<file path="src/rtl/state_based_charge_integrator_macros.svh">
// ----------------------------------------------------------------------------
// Charge integrator assertion macros
// Concurrent checks clocked on clk, disabled while rst_n is low.
// ----------------------------------------------------------------------------
`ifndef STATE_BASED_CHARGE_INTEGRATOR_MACROS_SVH
`define STATE_BASED_CHARGE_INTEGRATOR_MACROS_SVH

// same-cycle implication
`define SBCI_ASSERT_SAME(label, ante, cons) \
  label: assert property (@(posedge clk) disable iff (!rst_n) (ante) |-> (cons)) \
    else $error("sbci check failed");

// next-cycle implication
`define SBCI_ASSERT_NEXT(label, ante, cons) \
  label: assert property (@(posedge clk) disable iff (!rst_n) (ante) |=> (cons)) \
    else $error("sbci check failed");

`endif

</file>
<file path="src/rtl/sbci_pkg.sv">
// ----------------------------------------------------------------------------
// Charge integrator package
// Request kinds, register indexes, scale constants and unit status type.
// ----------------------------------------------------------------------------
package sbci_pkg;

  localparam int CFG_IDX_BITS  = 3;
  localparam int CFG_DATA_BITS = 24;
  localparam int CAP_BITS      = 20;
  localparam int ACC_BITS      = 64;
  localparam int OUT_BITS      = 32;
  localparam int CAP_NA_BITS   = 52;
  localparam int MIN_SCALE_BITS = 16;

  localparam logic [1:0] KIND_CHANGE  = 2'd0;
  localparam logic [1:0] KIND_QUERY   = 2'd1;
  localparam logic [1:0] KIND_RESTART = 2'd2;

  localparam logic [1:0] MODE_IDLE = 2'd0;

  localparam logic [CFG_IDX_BITS-1:0] REG_IDLE_CUR   = 3'd0;
  localparam logic [CFG_IDX_BITS-1:0] REG_ADV_CUR    = 3'd1;
  localparam logic [CFG_IDX_BITS-1:0] REG_CONN_CUR   = 3'd2;
  localparam logic [CFG_IDX_BITS-1:0] REG_STREAM_CUR = 3'd3;
  localparam logic [CFG_IDX_BITS-1:0] REG_CAPACITY   = 3'd4;

  localparam logic [31:0] IDLE_RESET_NA   = 32'd10000;
  localparam logic [31:0] ADV_RESET_NA    = 32'd25000;
  localparam logic [31:0] CONN_RESET_NA   = 32'd50000;
  localparam logic [31:0] STREAM_RESET_NA = 32'd1400000;
  localparam logic [CAP_BITS-1:0] CAPACITY_RESET_UAH = 20'd15000;

  localparam logic [ACC_BITS-1:0]       MS_PER_HOUR = 64'd3600000;
  localparam logic [31:0]               CAP_SCALE   = 32'd3600000000;
  localparam logic [MIN_SCALE_BITS-1:0] MS_PER_MIN  = 16'd60000;
  localparam logic [31:0]               LOW_DRAW_NA = 32'd1000;
  localparam logic [OUT_BITS-1:0]       ALL_ONES32  = 32'hFFFF_FFFF;

  typedef struct packed {
    logic busy;
    logic done;
  } unit_sts_t;

endpackage

</file>
<file path="src/rtl/sbci_serial_mul.sv">
// ----------------------------------------------------------------------------
// Serial multiplier
// Shift-add, one multiplier bit per cycle; product held after done.
// ----------------------------------------------------------------------------
module sbci_serial_mul
  import sbci_pkg::*;
#(
  parameter int A_BITS = 24,
  parameter int B_BITS = 48
) (
  input  logic                     clk,
  input  logic                     rst_n,
  input  logic                     start,
  input  logic [A_BITS-1:0]        a,
  input  logic [B_BITS-1:0]        b,
  output logic [A_BITS+B_BITS-1:0] product,
  output unit_sts_t                sts
);

  localparam int P_BITS   = A_BITS + B_BITS;
  localparam int CNT_BITS = $clog2(A_BITS + 1);

  logic [P_BITS-1:0]   prod_r;
  logic [B_BITS-1:0]   mcand_r;
  logic [CNT_BITS-1:0] cnt_r;
  logic                busy_r;
  logic                done_r;
  logic [B_BITS:0]     upper_sum;

  assign upper_sum = {1'b0, prod_r[P_BITS-1:A_BITS]}
                   + (prod_r[0] ? {1'b0, mcand_r} : {(B_BITS+1){1'b0}});

  always_ff @(posedge clk) begin
    if (!rst_n) begin
      busy_r <= 1'b0;
      done_r <= 1'b0;
      cnt_r  <= '0;
    end else begin
      done_r <= 1'b0;
      if (start) begin
        busy_r <= 1'b1;
        cnt_r  <= CNT_BITS'(A_BITS);
      end else if (busy_r) begin
        cnt_r <= cnt_r - CNT_BITS'(1);
        if (cnt_r == CNT_BITS'(1)) begin
          busy_r <= 1'b0;
          done_r <= 1'b1;
        end
      end
    end
  end

  always_ff @(posedge clk) begin
    if (start) begin
      prod_r  <= {{B_BITS{1'b0}}, a};
      mcand_r <= b;
    end else if (busy_r) begin
      prod_r <= {upper_sum, prod_r[A_BITS-1:1]};
    end
  end

  assign product  = prod_r;
  assign sts.busy = busy_r;
  assign sts.done = done_r;

endmodule

</file>
<file path="src/rtl/sbci_serial_div.sv">
// ----------------------------------------------------------------------------
// Serial divider
// Restoring division, one quotient bit per cycle; quotient held after done.
// ----------------------------------------------------------------------------
module sbci_serial_div
  import sbci_pkg::*;
#(
  parameter int W = 64
) (
  input  logic         clk,
  input  logic         rst_n,
  input  logic         start,
  input  logic [W-1:0] dividend,
  input  logic [W-1:0] divisor,
  output logic [W-1:0] quotient,
  output unit_sts_t    sts
);

  localparam int CNT_BITS = $clog2(W + 1);

  logic [W-1:0]        rem_r;
  logic [W-1:0]        quo_r;
  logic [W-1:0]        dvs_r;
  logic [CNT_BITS-1:0] cnt_r;
  logic                busy_r;
  logic                done_r;
  logic [W:0]          shifted;
  logic [W:0]          diff;
  logic                fits;

  assign shifted = {rem_r, quo_r[W-1]};
  assign diff    = shifted - {1'b0, dvs_r};
  assign fits    = (shifted >= {1'b0, dvs_r});

  always_ff @(posedge clk) begin
    if (!rst_n) begin
      busy_r <= 1'b0;
      done_r <= 1'b0;
      cnt_r  <= '0;
    end else begin
      done_r <= 1'b0;
      if (start) begin
        busy_r <= 1'b1;
        cnt_r  <= CNT_BITS'(W);
      end else if (busy_r) begin
        cnt_r <= cnt_r - CNT_BITS'(1);
        if (cnt_r == CNT_BITS'(1)) begin
          busy_r <= 1'b0;
          done_r <= 1'b1;
        end
      end
    end
  end

  always_ff @(posedge clk) begin
    if (start) begin
      rem_r <= '0;
      quo_r <= dividend;
      dvs_r <= divisor;
    end else if (busy_r) begin
      rem_r <= fits ? diff[W-1:0] : shifted[W-1:0];
      quo_r <= {quo_r[W-2:0], fits};
    end
  end

  assign quotient = quo_r;
  assign sts.busy = busy_r;
  assign sts.done = done_r;

endmodule

</file>
<file path="src/rtl/state_based_charge_integrator.sv">
// ----------------------------------------------------------------------------
// State-based charge integrator
// A request is taken only in the idle state; in_stall holds new requests until
// the result is loaded into the output register. The work is done by the serial
// multiplier (one current bit a cycle) and the 64-step serial dividers.
// Reset (synchronous, rst_n low): idle state, zero charge, default registers.
// ----------------------------------------------------------------------------
module state_based_charge_integrator
  import sbci_pkg::*;
#(
  parameter int TIME_BITS    = 48,
  parameter int CURRENT_BITS = 24
) (
  input  logic                     clk,
  input  logic                     rst_n,
  input  logic                     in_valid,
  output logic                     in_stall,
  input  logic [1:0]               in_kind,
  input  logic [1:0]               in_new_state,
  input  logic [TIME_BITS-1:0]     in_now_ms,
  output logic                     out_valid,
  input  logic                     out_stall,
  output logic [1:0]               out_power_state,
  output logic [OUT_BITS-1:0]      out_consumed_nah,
  output logic [OUT_BITS-1:0]      out_minutes_left,
  input  logic                     cfg_valid,
  output logic                     cfg_ready,
  input  logic [CFG_IDX_BITS-1:0]  cfg_index,
  input  logic [CFG_DATA_BITS-1:0] cfg_data
);

`include "state_based_charge_integrator_macros.svh"

  localparam int P_BITS   = CURRENT_BITS + TIME_BITS;
  localparam int EXT_BITS = (P_BITS > ACC_BITS) ? P_BITS : ACC_BITS + 1;
  localparam int CW_EXT   = (CURRENT_BITS > CFG_DATA_BITS) ? CURRENT_BITS : CFG_DATA_BITS;
  localparam int DVS_BITS = CURRENT_BITS + MIN_SCALE_BITS;

  typedef enum logic [5:0] {
    S_IDLE   = 6'b000001,
    S_MUL    = 6'b000010,
    S_PREP   = 6'b000100,
    S_LAUNCH = 6'b001000,
    S_DIV    = 6'b010000,
    S_OUT    = 6'b100000
  } state_t;

  state_t state_r, state_nxt;

  logic [CURRENT_BITS-1:0] cur_r [4];
  logic [CAP_BITS-1:0]     capacity_r;
  logic [1:0]              mode_r;
  logic [TIME_BITS-1:0]    enter_r;
  logic [ACC_BITS-1:0]     acc_r;

  logic [1:0]              kind_r;
  logic [1:0]              req_r;
  logic [TIME_BITS-1:0]    now_r;
  logic [ACC_BITS-1:0]     total_r;
  logic [CAP_NA_BITS-1:0]  cap_r;
  logic [DVS_BITS-1:0]     dvs_r;
  logic                    exh_r;
  logic                    low_r;

  logic                    out_valid_r;
  logic [1:0]              out_state_r;
  logic [OUT_BITS-1:0]     out_nah_r;
  logic [OUT_BITS-1:0]     out_mins_r;

  logic                    in_acc;
  logic                    out_free;
  logic                    load;
  logic [CURRENT_BITS-1:0] cur_sel;
  logic [CW_EXT-1:0]       cfg_ext;

  logic [P_BITS-1:0]       mul_prod;
  unit_sts_t               mul_sts;
  logic [EXT_BITS-1:0]     prod_ext;
  logic [ACC_BITS-1:0]     prod_sat;
  logic [ACC_BITS:0]       sum_raw;
  logic [ACC_BITS-1:0]     sum_sat;

  logic                    div_start;
  logic [ACC_BITS-1:0]     cap_ext;
  logic [ACC_BITS-1:0]     nah_q;
  logic [ACC_BITS-1:0]     min_q;
  unit_sts_t               nah_sts;
  unit_sts_t               min_sts;

  assign in_stall  = (state_r != S_IDLE);
  assign in_acc    = in_valid && !in_stall;
  assign out_free  = !out_valid_r || !out_stall;
  assign load      = (state_r == S_OUT) && out_free;
  assign div_start = (state_r == S_LAUNCH);
  assign cfg_ready = 1'b1;
  assign cur_sel   = cur_r[mode_r];
  assign cfg_ext   = CW_EXT'(cfg_data);
  assign cap_ext   = ACC_BITS'(cap_r);

  always_comb begin
    state_nxt = state_r;
    unique case (state_r)
      S_IDLE:   if (in_acc) state_nxt = S_MUL;
      S_MUL:    if (mul_sts.done) state_nxt = S_PREP;
      S_PREP:   state_nxt = S_LAUNCH;
      S_LAUNCH: state_nxt = S_DIV;
      S_DIV:    if (nah_sts.done) state_nxt = S_OUT;
      S_OUT:    if (out_free) state_nxt = S_IDLE;
      default:  state_nxt = S_IDLE;
    endcase
  end

  always_ff @(posedge clk) begin
    if (!rst_n) begin
      state_r <= S_IDLE;
    end else begin
      state_r <= state_nxt;
    end
  end

  always_ff @(posedge clk) begin
    if (!rst_n) begin
      cur_r[0]   <= CURRENT_BITS'(IDLE_RESET_NA);
      cur_r[1]   <= CURRENT_BITS'(ADV_RESET_NA);
      cur_r[2]   <= CURRENT_BITS'(CONN_RESET_NA);
      cur_r[3]   <= CURRENT_BITS'(STREAM_RESET_NA);
      capacity_r <= CAPACITY_RESET_UAH;
    end else if (cfg_valid && cfg_ready) begin
      unique case (cfg_index)
        REG_IDLE_CUR:   cur_r[0]   <= cfg_ext[CURRENT_BITS-1:0];
        REG_ADV_CUR:    cur_r[1]   <= cfg_ext[CURRENT_BITS-1:0];
        REG_CONN_CUR:   cur_r[2]   <= cfg_ext[CURRENT_BITS-1:0];
        REG_STREAM_CUR: cur_r[3]   <= cfg_ext[CURRENT_BITS-1:0];
        REG_CAPACITY:   capacity_r <= cfg_data[CAP_BITS-1:0];
        default: ;
      endcase
    end
  end

  sbci_serial_mul #(
    .A_BITS (CURRENT_BITS),
    .B_BITS (TIME_BITS)
  ) u_mul (
    .clk     (clk),
    .rst_n   (rst_n),
    .start   (in_acc),
    .a       (cur_sel),
    .b       (in_now_ms - enter_r),
    .product (mul_prod),
    .sts     (mul_sts)
  );

  assign prod_ext = EXT_BITS'(mul_prod);
  assign prod_sat = (|prod_ext[EXT_BITS-1:ACC_BITS]) ? {ACC_BITS{1'b1}}
                                                     : prod_ext[ACC_BITS-1:0];
  assign sum_raw  = {1'b0, acc_r} + {1'b0, prod_sat};
  assign sum_sat  = sum_raw[ACC_BITS] ? {ACC_BITS{1'b1}} : sum_raw[ACC_BITS-1:0];

  always_ff @(posedge clk) begin
    if (!rst_n) begin
      mode_r  <= MODE_IDLE;
      enter_r <= '0;
      acc_r   <= '0;
    end else if (state_r == S_MUL && mul_sts.done) begin
      if (kind_r == KIND_RESTART) begin
        mode_r  <= MODE_IDLE;
        enter_r <= now_r;
        acc_r   <= '0;
      end else if (kind_r == KIND_CHANGE && req_r != mode_r) begin
        mode_r  <= req_r;
        enter_r <= now_r;
        acc_r   <= sum_sat;
      end
    end
  end

  always_ff @(posedge clk) begin
    if (in_acc) begin
      kind_r <= in_kind;
      req_r  <= in_new_state;
      now_r  <= in_now_ms;
    end
    if (state_r == S_MUL && mul_sts.done) begin
      total_r <= (kind_r == KIND_RESTART) ? '0 : sum_sat;
    end
    if (state_r == S_PREP) begin
      cap_r <= {{(CAP_NA_BITS-CAP_BITS){1'b0}}, capacity_r}
             * {{(CAP_NA_BITS-32){1'b0}}, CAP_SCALE};
      dvs_r <= {{MIN_SCALE_BITS{1'b0}}, cur_sel}
             * {{CURRENT_BITS{1'b0}}, MS_PER_MIN};
    end
    if (state_r == S_LAUNCH) begin
      exh_r <= (total_r >= cap_ext);
      low_r <= (cur_sel < CURRENT_BITS'(LOW_DRAW_NA));
    end
  end

  sbci_serial_div #(
    .W (ACC_BITS)
  ) u_div_nah (
    .clk      (clk),
    .rst_n    (rst_n),
    .start    (div_start),
    .dividend (total_r),
    .divisor  (MS_PER_HOUR),
    .quotient (nah_q),
    .sts      (nah_sts)
  );

  sbci_serial_div #(
    .W (ACC_BITS)
  ) u_div_min (
    .clk      (clk),
    .rst_n    (rst_n),
    .start    (div_start),
    .dividend (cap_ext - total_r),
    .divisor  (ACC_BITS'(dvs_r)),
    .quotient (min_q),
    .sts      (min_sts)
  );

  always_ff @(posedge clk) begin
    if (!rst_n) begin
      out_valid_r <= 1'b0;
    end else if (load) begin
      out_valid_r <= 1'b1;
    end else if (!out_stall) begin
      out_valid_r <= 1'b0;
    end
  end

  always_ff @(posedge clk) begin
    if (load) begin
      out_state_r <= mode_r;
      out_nah_r   <= (|nah_q[ACC_BITS-1:OUT_BITS]) ? ALL_ONES32 : nah_q[OUT_BITS-1:0];
      if (exh_r) begin
        out_mins_r <= '0;
      end else if (low_r || (|min_q[ACC_BITS-1:OUT_BITS])) begin
        out_mins_r <= ALL_ONES32;
      end else begin
        out_mins_r <= min_q[OUT_BITS-1:0];
      end
    end
  end

  assign out_valid        = out_valid_r;
  assign out_power_state  = out_state_r;
  assign out_consumed_nah = out_nah_r;
  assign out_minutes_left = out_mins_r;

  `SBCI_ASSERT_NEXT(a_accept_blocks, in_acc, in_stall)
  `SBCI_ASSERT_SAME(a_mul_free_at_start, in_acc, !mul_sts.busy)
  `SBCI_ASSERT_SAME(a_div_lockstep, nah_sts.done || min_sts.done, nah_sts.done && min_sts.done)
  `SBCI_ASSERT_SAME(a_div_free_at_launch, div_start, !nah_sts.busy && !min_sts.busy)
  `SBCI_ASSERT_NEXT(a_exhausted_zero, load && exh_r, out_minutes_left == '0)

endmodule
</file>
<file path="config.mk">
export PLATFORM = sky130hd
export DESIGN_NAME = state_based_charge_integrator
export DESIGN_NICKNAME = d
export VERILOG_FILES = /design/src/rtl/sbci_pkg.sv /design/src/rtl/sbci_serial_mul.sv /design/src/rtl/sbci_serial_div.sv /design/src/rtl/state_based_charge_integrator.sv
export VERILOG_INCLUDE_DIRS = /design/src /design/src/rtl
export SDC_FILE = /design/constraint.sdc
export NUM_CORES = 2
export LEC_CHECK = 0
export ABC_AREA = 1
export BUFFER_PORTS_ARGS = -buffer_cell sky130_fd_sc_hd__buf_2
export CAP_MARGIN = 20
export CELL_PAD_IN_SITES_DETAIL_PLACEMENT = 0
export CELL_PAD_IN_SITES_GLOBAL_PLACEMENT = 1
export CORE_UTILIZATION = 44
export DETAILED_ROUTE_END_ITERATION = 10
export HOLD_SLACK_MARGIN = 0.02
export PLACE_DENSITY_LB_ADDON = 0.1
export SYNTH_ARGS = -nofsm -noshare
export SYNTH_HDL_FRONTEND = slang
export SYNTH_SLANG_ARGS = --single-unit
</file>
<file path="constraint.sdc">
create_clock -name clk -period 6.05 [get_ports clk]
set_clock_uncertainty 0.05 [all_clocks]
set_input_delay 0.9075 -clock clk [delete_from_list [all_inputs] [get_ports clk]]
set_output_delay 0.9075 -clock clk [all_outputs]
set_load 0.05 [all_outputs]
</file>
; Word-level counts from Yosys, hierarchy flattened
; Memories as Yosys holds them, arrays and structs flattened. A register that Yosys moved wholly into a read port is not among the register bits.
; Cells that the tools add are included.
[classes]
addsub = 9
n_mul = 2
n_div = 0
n_lt_le_gt_ge = 4
eq_ne = 21
shifts = 0
muxes = 65
n_bitwise = 7
n_reduce_logical = 25
[op_table]
columns = operator, n
row1 = two-way mux 64 bit, 10
row2 = two-way mux 24 bit, 6
row3 = two-way mux 48 bit, 3
row4 = adder 64 x 64 -> 65 bit, 1
row5 = greater-or-equal comparator 65 x 22 -> 1 bit (second input constant), 1
row6 = greater-or-equal comparator 65 x 40 -> 1 bit, 1
row7 = greater-or-equal comparator 64 x 52 -> 1 bit, 1
row8 = OR reduction 32 bit, 2
row9 = subtractor 52 x 64 -> 64 bit, 1
row10 = subtractor 64 x 22 -> 64 bit (second input constant), 1
row11 = subtractor 64 x 40 -> 64 bit, 1
row12 = adder 48 x 48 -> 49 bit, 1
row13 = subtractor 48 bit, 1
row14 = multiplier 20 x 22 -> 42 bit (second input constant), 1
row15 = one-hot mux 6 bit (6 select lines), 1
row16 = multiplier 24 x 11 -> 35 bit (second input constant), 1
row17 = two-way mux 32 bit, 1
row18 = two-way mux 1 bit, 30
row19 = two-way mux 7 bit, 4
row20 = < comparator 24 x 10 -> 1 bit (second input constant), 1
row21 = two-way mux 6 bit, 4
row22 = == test 7 x 1 -> 1 bit (second input constant), 2
row23 = subtractor 7 x 1 -> 7 bit (second input constant), 2
row24 = two-way mux 5 bit, 2
row25 = other kinds (30), 54
[totals]
regBits = 837
latchBits = 0
ramBits = 96
romBits = 0
in_bits = 84
output_inout_bits = 69
word_cells = 170
mem_count = 1
[memory_table]
columns = name, depth, width, read_ports, rd_clocked_by_memory_dff, wr, line_no
row1 = cur_r, 4, 24, 1, 1, 4, state_based_charge_integrator.sv:50  ; logic [CURRENT_BITS-1:0] cur_r [4];

; Logic depth before layout (Yosys ltp)
[logic_depth]
depth_word = 6
mapped_depth = 26
ltp_nobuf = 25

; By module
; A second synthesis with hierarchy kept.
[unflattened]
hier_cells = 11682
hier_area_um2 = 83370.0
[modules_own_cells]
columns = module, instances, cells_each, area_each_um2, seq_area_each_um2
row1 = state_based_charge_integrator, 1, 5881, 45337.2, 13583.0
row2 = sbci_serial_div (u_div_nah), 1, 2187, 14431.3, 5305.1
row3 = sbci_serial_div (u_div_min), 1, 2197, 14395.1, 5305.1
row4 = sbci_serial_mul, 1, 1417, 9206.3, 3263.1

; Worst setup path after synthesis
; Ideal clock, no wire load.
[synth_timing]
path_kind = reg2reg
start = register (tool-made name)
end = register dvs_r[38] (data pin)
setup_ns = 0.252
t_arrival_ns = 5.617
required_time_ns = 5.748
slack_ns = 0.131
path_stages_with_launch = 23
n_path_buf = 2
synth_period_minus_slack_ns = 5.919
cell_sequence = dfxtp_1 -> inv_1 -> buf_2 -> buf_1 -> nand2_1 -> a32oi_1 -> inv_1 -> fa_1 -> inv_1 -> fa_1 -> fa_1 -> inv_1 -> fa_1 -> fa_1 -> inv_1 -> ha_1 -> a21o_1 -> a21oi_1 -> o21ai_0 -> a221oi_1 -> nand2_1 -> nand2_1 -> nand2_1
[synth_rtl]
columns = element, line_no
row1 = to (signal assigned), state_based_charge_integrator.sv:189  ; dvs_r <= {{MIN_SCALE_BITS{1'b0}}, cur_sel}
row2 = to (decl), state_based_charge_integrator.sv:61  ; logic [DVS_BITS-1:0] dvs_r;

; Final worst setup path
[layout_timing]
start = register capacity_r[18]
end = register cap_r[47] (data pin)
[layout_between]
elab_chain_len = 1
[layout_rtl]
columns = element, line_no
row1 = from (decl), state_based_charge_integrator.sv:51  ; logic [CAP_BITS-1:0] capacity_r;
row2 = from (signal assigned), state_based_charge_integrator.sv:134  ; REG_CAPACITY: capacity_r <= cfg_data[CAP_BITS-1:0];
row3 = multiplier 20 x 22 -> 42 bit, state_based_charge_integrator.sv:188  ; * {{(CAP_NA_BITS-32){1'b0}}, CAP_SCALE};
row4 = to (signal assigned), state_based_charge_integrator.sv:187  ; cap_r <= {{(CAP_NA_BITS-CAP_BITS){1'b0}}, capacity_r}
row5 = to (decl), state_based_charge_integrator.sv:60  ; logic [CAP_NA_BITS-1:0] cap_r;
; Every way passes these cells.
; A chain may end at the register's enable or synchronous reset.

==> flow_metrics.py <==
metrics = {
    "outcome": {
        "outcome": "completed",
    },
    "synth": {
        "synth_nets": 10300,
        "avgSynthCellArea_sq_um": 7.55,
        "synth_ff_type": "edfxtp_1",
        "synthMuxAreaShare": 0,
        "syn_inst": 9446,
        "synth-edff-count": 592,
        "synthAdderAreaFrac": 0.171,
        "synth-xor-area-share": 0.0321,
        "synth-simple-area-share": 0.237,
        "syn_area_sq_um": 71300,
        "yosysWarnings": 0,
        "synth_top_family_by_area": "simple AND/OR/NAND/NOR gates",
        "async_flop_share": 0,
        "yosysSeqAreaShare": 0.346,
        "ys_ff_latch": 935,
        "synth_compound_area_frac": 0.109,
        "synth.distinct_cells": 61,
    },
    "critical_path": {
        "worstSetupEndpointType": "flip-flop",
        "crit_path_start_kind": "flip-flop",
        "required_ns": 6.49,
        "cp_max_fo": 4,
        "worstPathArrival_ns": 6.26,
        "critical_path_class": "flip-flop to flip-flop",
    },
    "finish": {
        "final_cell_area_sq_um": 78600,
        "multi_input_area_sq_um": 39200,
        "layout.nets": 10500,
        "regArea_sq_um": 24700,
        "stdcell_count": 11900,
        "drive_above_1_share": 0.0596,
        "final_cell_mix": "nand2_1 (2354), inv_1 (1734), nor2_1 (925)",
        "fin_util": 0.489,
        "layout_commonest_cell": "nand2_1",
        "fillers": 16300,
        "syn_to_final_growth_pct": 10.3,
    },
    "power": {
        "p_leak_nw": 36.9,
        "p_int_mw": 18.1,
        "seq_power_share": 0.245,
        "switching_power_mw": 15.6,
        "irDropWorstVdd_v": 0.000457,
        "power.share.switching": 0.464,
        "clkPwrFrac": 0.209,
        "p_per_area_nw_per_um2": 428,
        "combPwrFrac": 0.546,
    },
    "timing": {
        "setup_violations": 0,
        "slew_viol_final": 0,
        "setup_slack_ns": 0.230,
        "slew_headroom": 0.176,
        "tightestPinTransition_ns": 1.24,
        "fmaxAchievable_ghz": 0.172,
        "hold_violations": 0,
        "fin_crit_sh": 0.962,
        "hold_slack_ns": 0.291,
        "fin_crit_ns": 5.82,
    },
    "placement": {
        "gp_congestion": 0.994,
        "dp.cells": 11700,
        "dp_hpwl_microns": 200000,
        "placed_cell_area_sq_um": 74700,
        "port_buffers": 151,
        "dp_slack_ns": 0.132,
    },
    "die": {
        "ioPinCount": 153,
        "core.rowCount": 147,
        "start_util": 0.444,
        "die_y_microns": 405,
        "die-width_microns": 405,
        "dieArea_sq_um": 164000,
        "coreArea_sq_um": 161000,
    },
    "routing": {
        "dr.pass1.iters": 6,
        "wl_per_cell_microns": 20.5,
        "drt_wl_total_microns": 244000,
        "drc_errors": 0,
        "drt_iter0_drc": 5083,
        "highest_layer": "met5",
        "num_vias": 62500,
        "detail-route-antenna-nets": 0,
        "wl_met2_microns": 109000,
        "dr_wl_met3_microns": 13500,
        "drt-met1-wl_microns": 112000,
        "via_per_inst": 5.26,
    },
    "clock_network": {
        "cts_root_buf": "clkbuf_16",
        "clock_latency_ns": 0.77,
        "clock_sinks": 935,
        "cts_buffers": 109,
        "cts_tree": "yes",
        "cts_hold_buffers": 0,
        "cts_buffer_depth": 3,
        "cts.clk_slew.worst_paths_ns": 0.06,
        "htreeDepth": 3,
    },
    "min_path": {
        "hold_path.class": "primary input to flip-flop",
    },
    "global_route": {
        "grt-ovfl-total": 0,
        "antenna_found_initial": 15,
        "grt_pass1_vias": 60900,
        "grt_pass1_wl_microns": 367000,
        "grt_use_total": 0.295,
        "grt_max_degree": 142,
    },
    "run": {
        "drv.max_cap_violation_count": 0,
    },
}
## stage by stage
step / setup TNS [ns] / total power [mW]
3_5_place_dp: 0 / 26.6
6_report: 0 / 33.7
2_1_floorplan: 0 / 20.9
4_1_cts: 0 / 33.7
5_1_grt: -0.00773 / 36.3
3_3_place_gp: 0 / 26.6
## path summary, 6_finish.rpt
check,depth (start not counted),slack (ns),endpoint,from
min,1,0.29,now_r[17]$_DFFE_PP_,in_now_ms[17]
min reg2reg,0,0.35,u_div_min.dvs_r[10]$_DFFE_PP_,dvs_r[10]$_DFFE_PP_
max reg2reg,20,0.23,cap_r[47]$_DFFE_PP_,capacity_r[18]$_SDFFE_PN0P_
max,20,0.23,cap_r[47]$_DFFE_PP_,capacity_r[18]$_SDFFE_PN0P_
## cell usage after synthesis, types with 41 or more instances
library cell	count	area, sq um
a21oi_1	527	2640
buf_2	63	315
xnor2_1	130	1140
nand2_1	2355	8840
nand3_1	408	2040
fa_1	262	5250
clkbuf_1	84	315
nand4_1	112	701
edfxtp_1	592	17800
ha_1	555	6940
nor3_1	105	526
o21ai_0	521	2610
nor2_1	928	3480
dfxtp_1	343	6870
a211oi_1	49	368
o211ai_1	47	353
xor2_1	131	1150
inv_1	1740	6530
nor4_1	41	257
o21ai_1	43	215
## flip-flops by register name (all words and copies together) (netlist names), 42 cells and up, named ones only
signal and flops:
cur_r 96, u_mul.product 72, acc_r 64, total_r 64, u_div_min.quotient 64, u_div_min.rem_r 64, u_div_nah.quotient 64, u_div_nah.rem_r 64
enter_r 48, now_r 48, u_mul.mcand_r 48, cap_r 42
## per-layer routing
metal	vias to the layer above	track usage
li1	30800	-
met1	29600	0.408
met2	1758	0.477
met3	347	0.0332
met4	2	0.106
met5	-	0
## what timing repair did
action                                  in CTS  in global routing
resized for setup                            0                 24
setup buffers                                0                  0
endpoints found under the setup margin       0                 28
## cells by family (layout without fill, tap and decap cells)
logic type      Yosys count  count (layout)
flops                   935             935
other cells               1               5
simple gates           4086            4086
fa+ha+maj               817             817
xor+xnor                261             261
compound gates         1398            1398
buf+inv                1948            2217
## power by group through the flow
| stage | sequential [mW] | combinational [mW] | clock [mW] |
|---|---|---|---|
| floorplan | 8.31 | 12.6 | 0 |
| CTS | 8.26 | 18.3 | 7.18 |
| global placement | 8.38 | 18.2 | 0 |
| finish | 8.26 | 18.4 | 7.04 |
| global route | 8.32 | 20.6 | 7.40 |
| detailed placement | 8.39 | 18.2 | 0 |
## critical path: stages, from the launching register on
cell	delay, ns
dfxtp_1	0.37
inv_1	0.11
ha_1	0.35
fa_1	0.56
inv_1	0.07
fa_1	0.51
inv_1	0.06
fa_1	0.50
fa_1	0.54
inv_1	0.06
fa_1	0.47
ha_1	0.31
ha_1	0.30
buf_4	0.15
nand2_1	0.10
nor2_1	0.20
nand2_1	0.11
nor4_1	0.34
nand3_1	0.17
nand4_1	0.13
xor2_1	0.07
## cell type report
| cell class | count | share of cell area |
|---|---|---|
| clock buffers | 139 | 0.0376 |
| repair buffers | 246 | 0.0199 |
| multi-input cells | 6563 | 0.499 |
| diodes | 4 | 0.000127 |
| clock inverters | 65 | 0.0108 |
| inverters | 1767 | 0.0845 |
| well taps | 2160 | 0.0344 |
| flip-flops and latches | 935 | 0.314 |
Power figures use the tool's default switching activity.
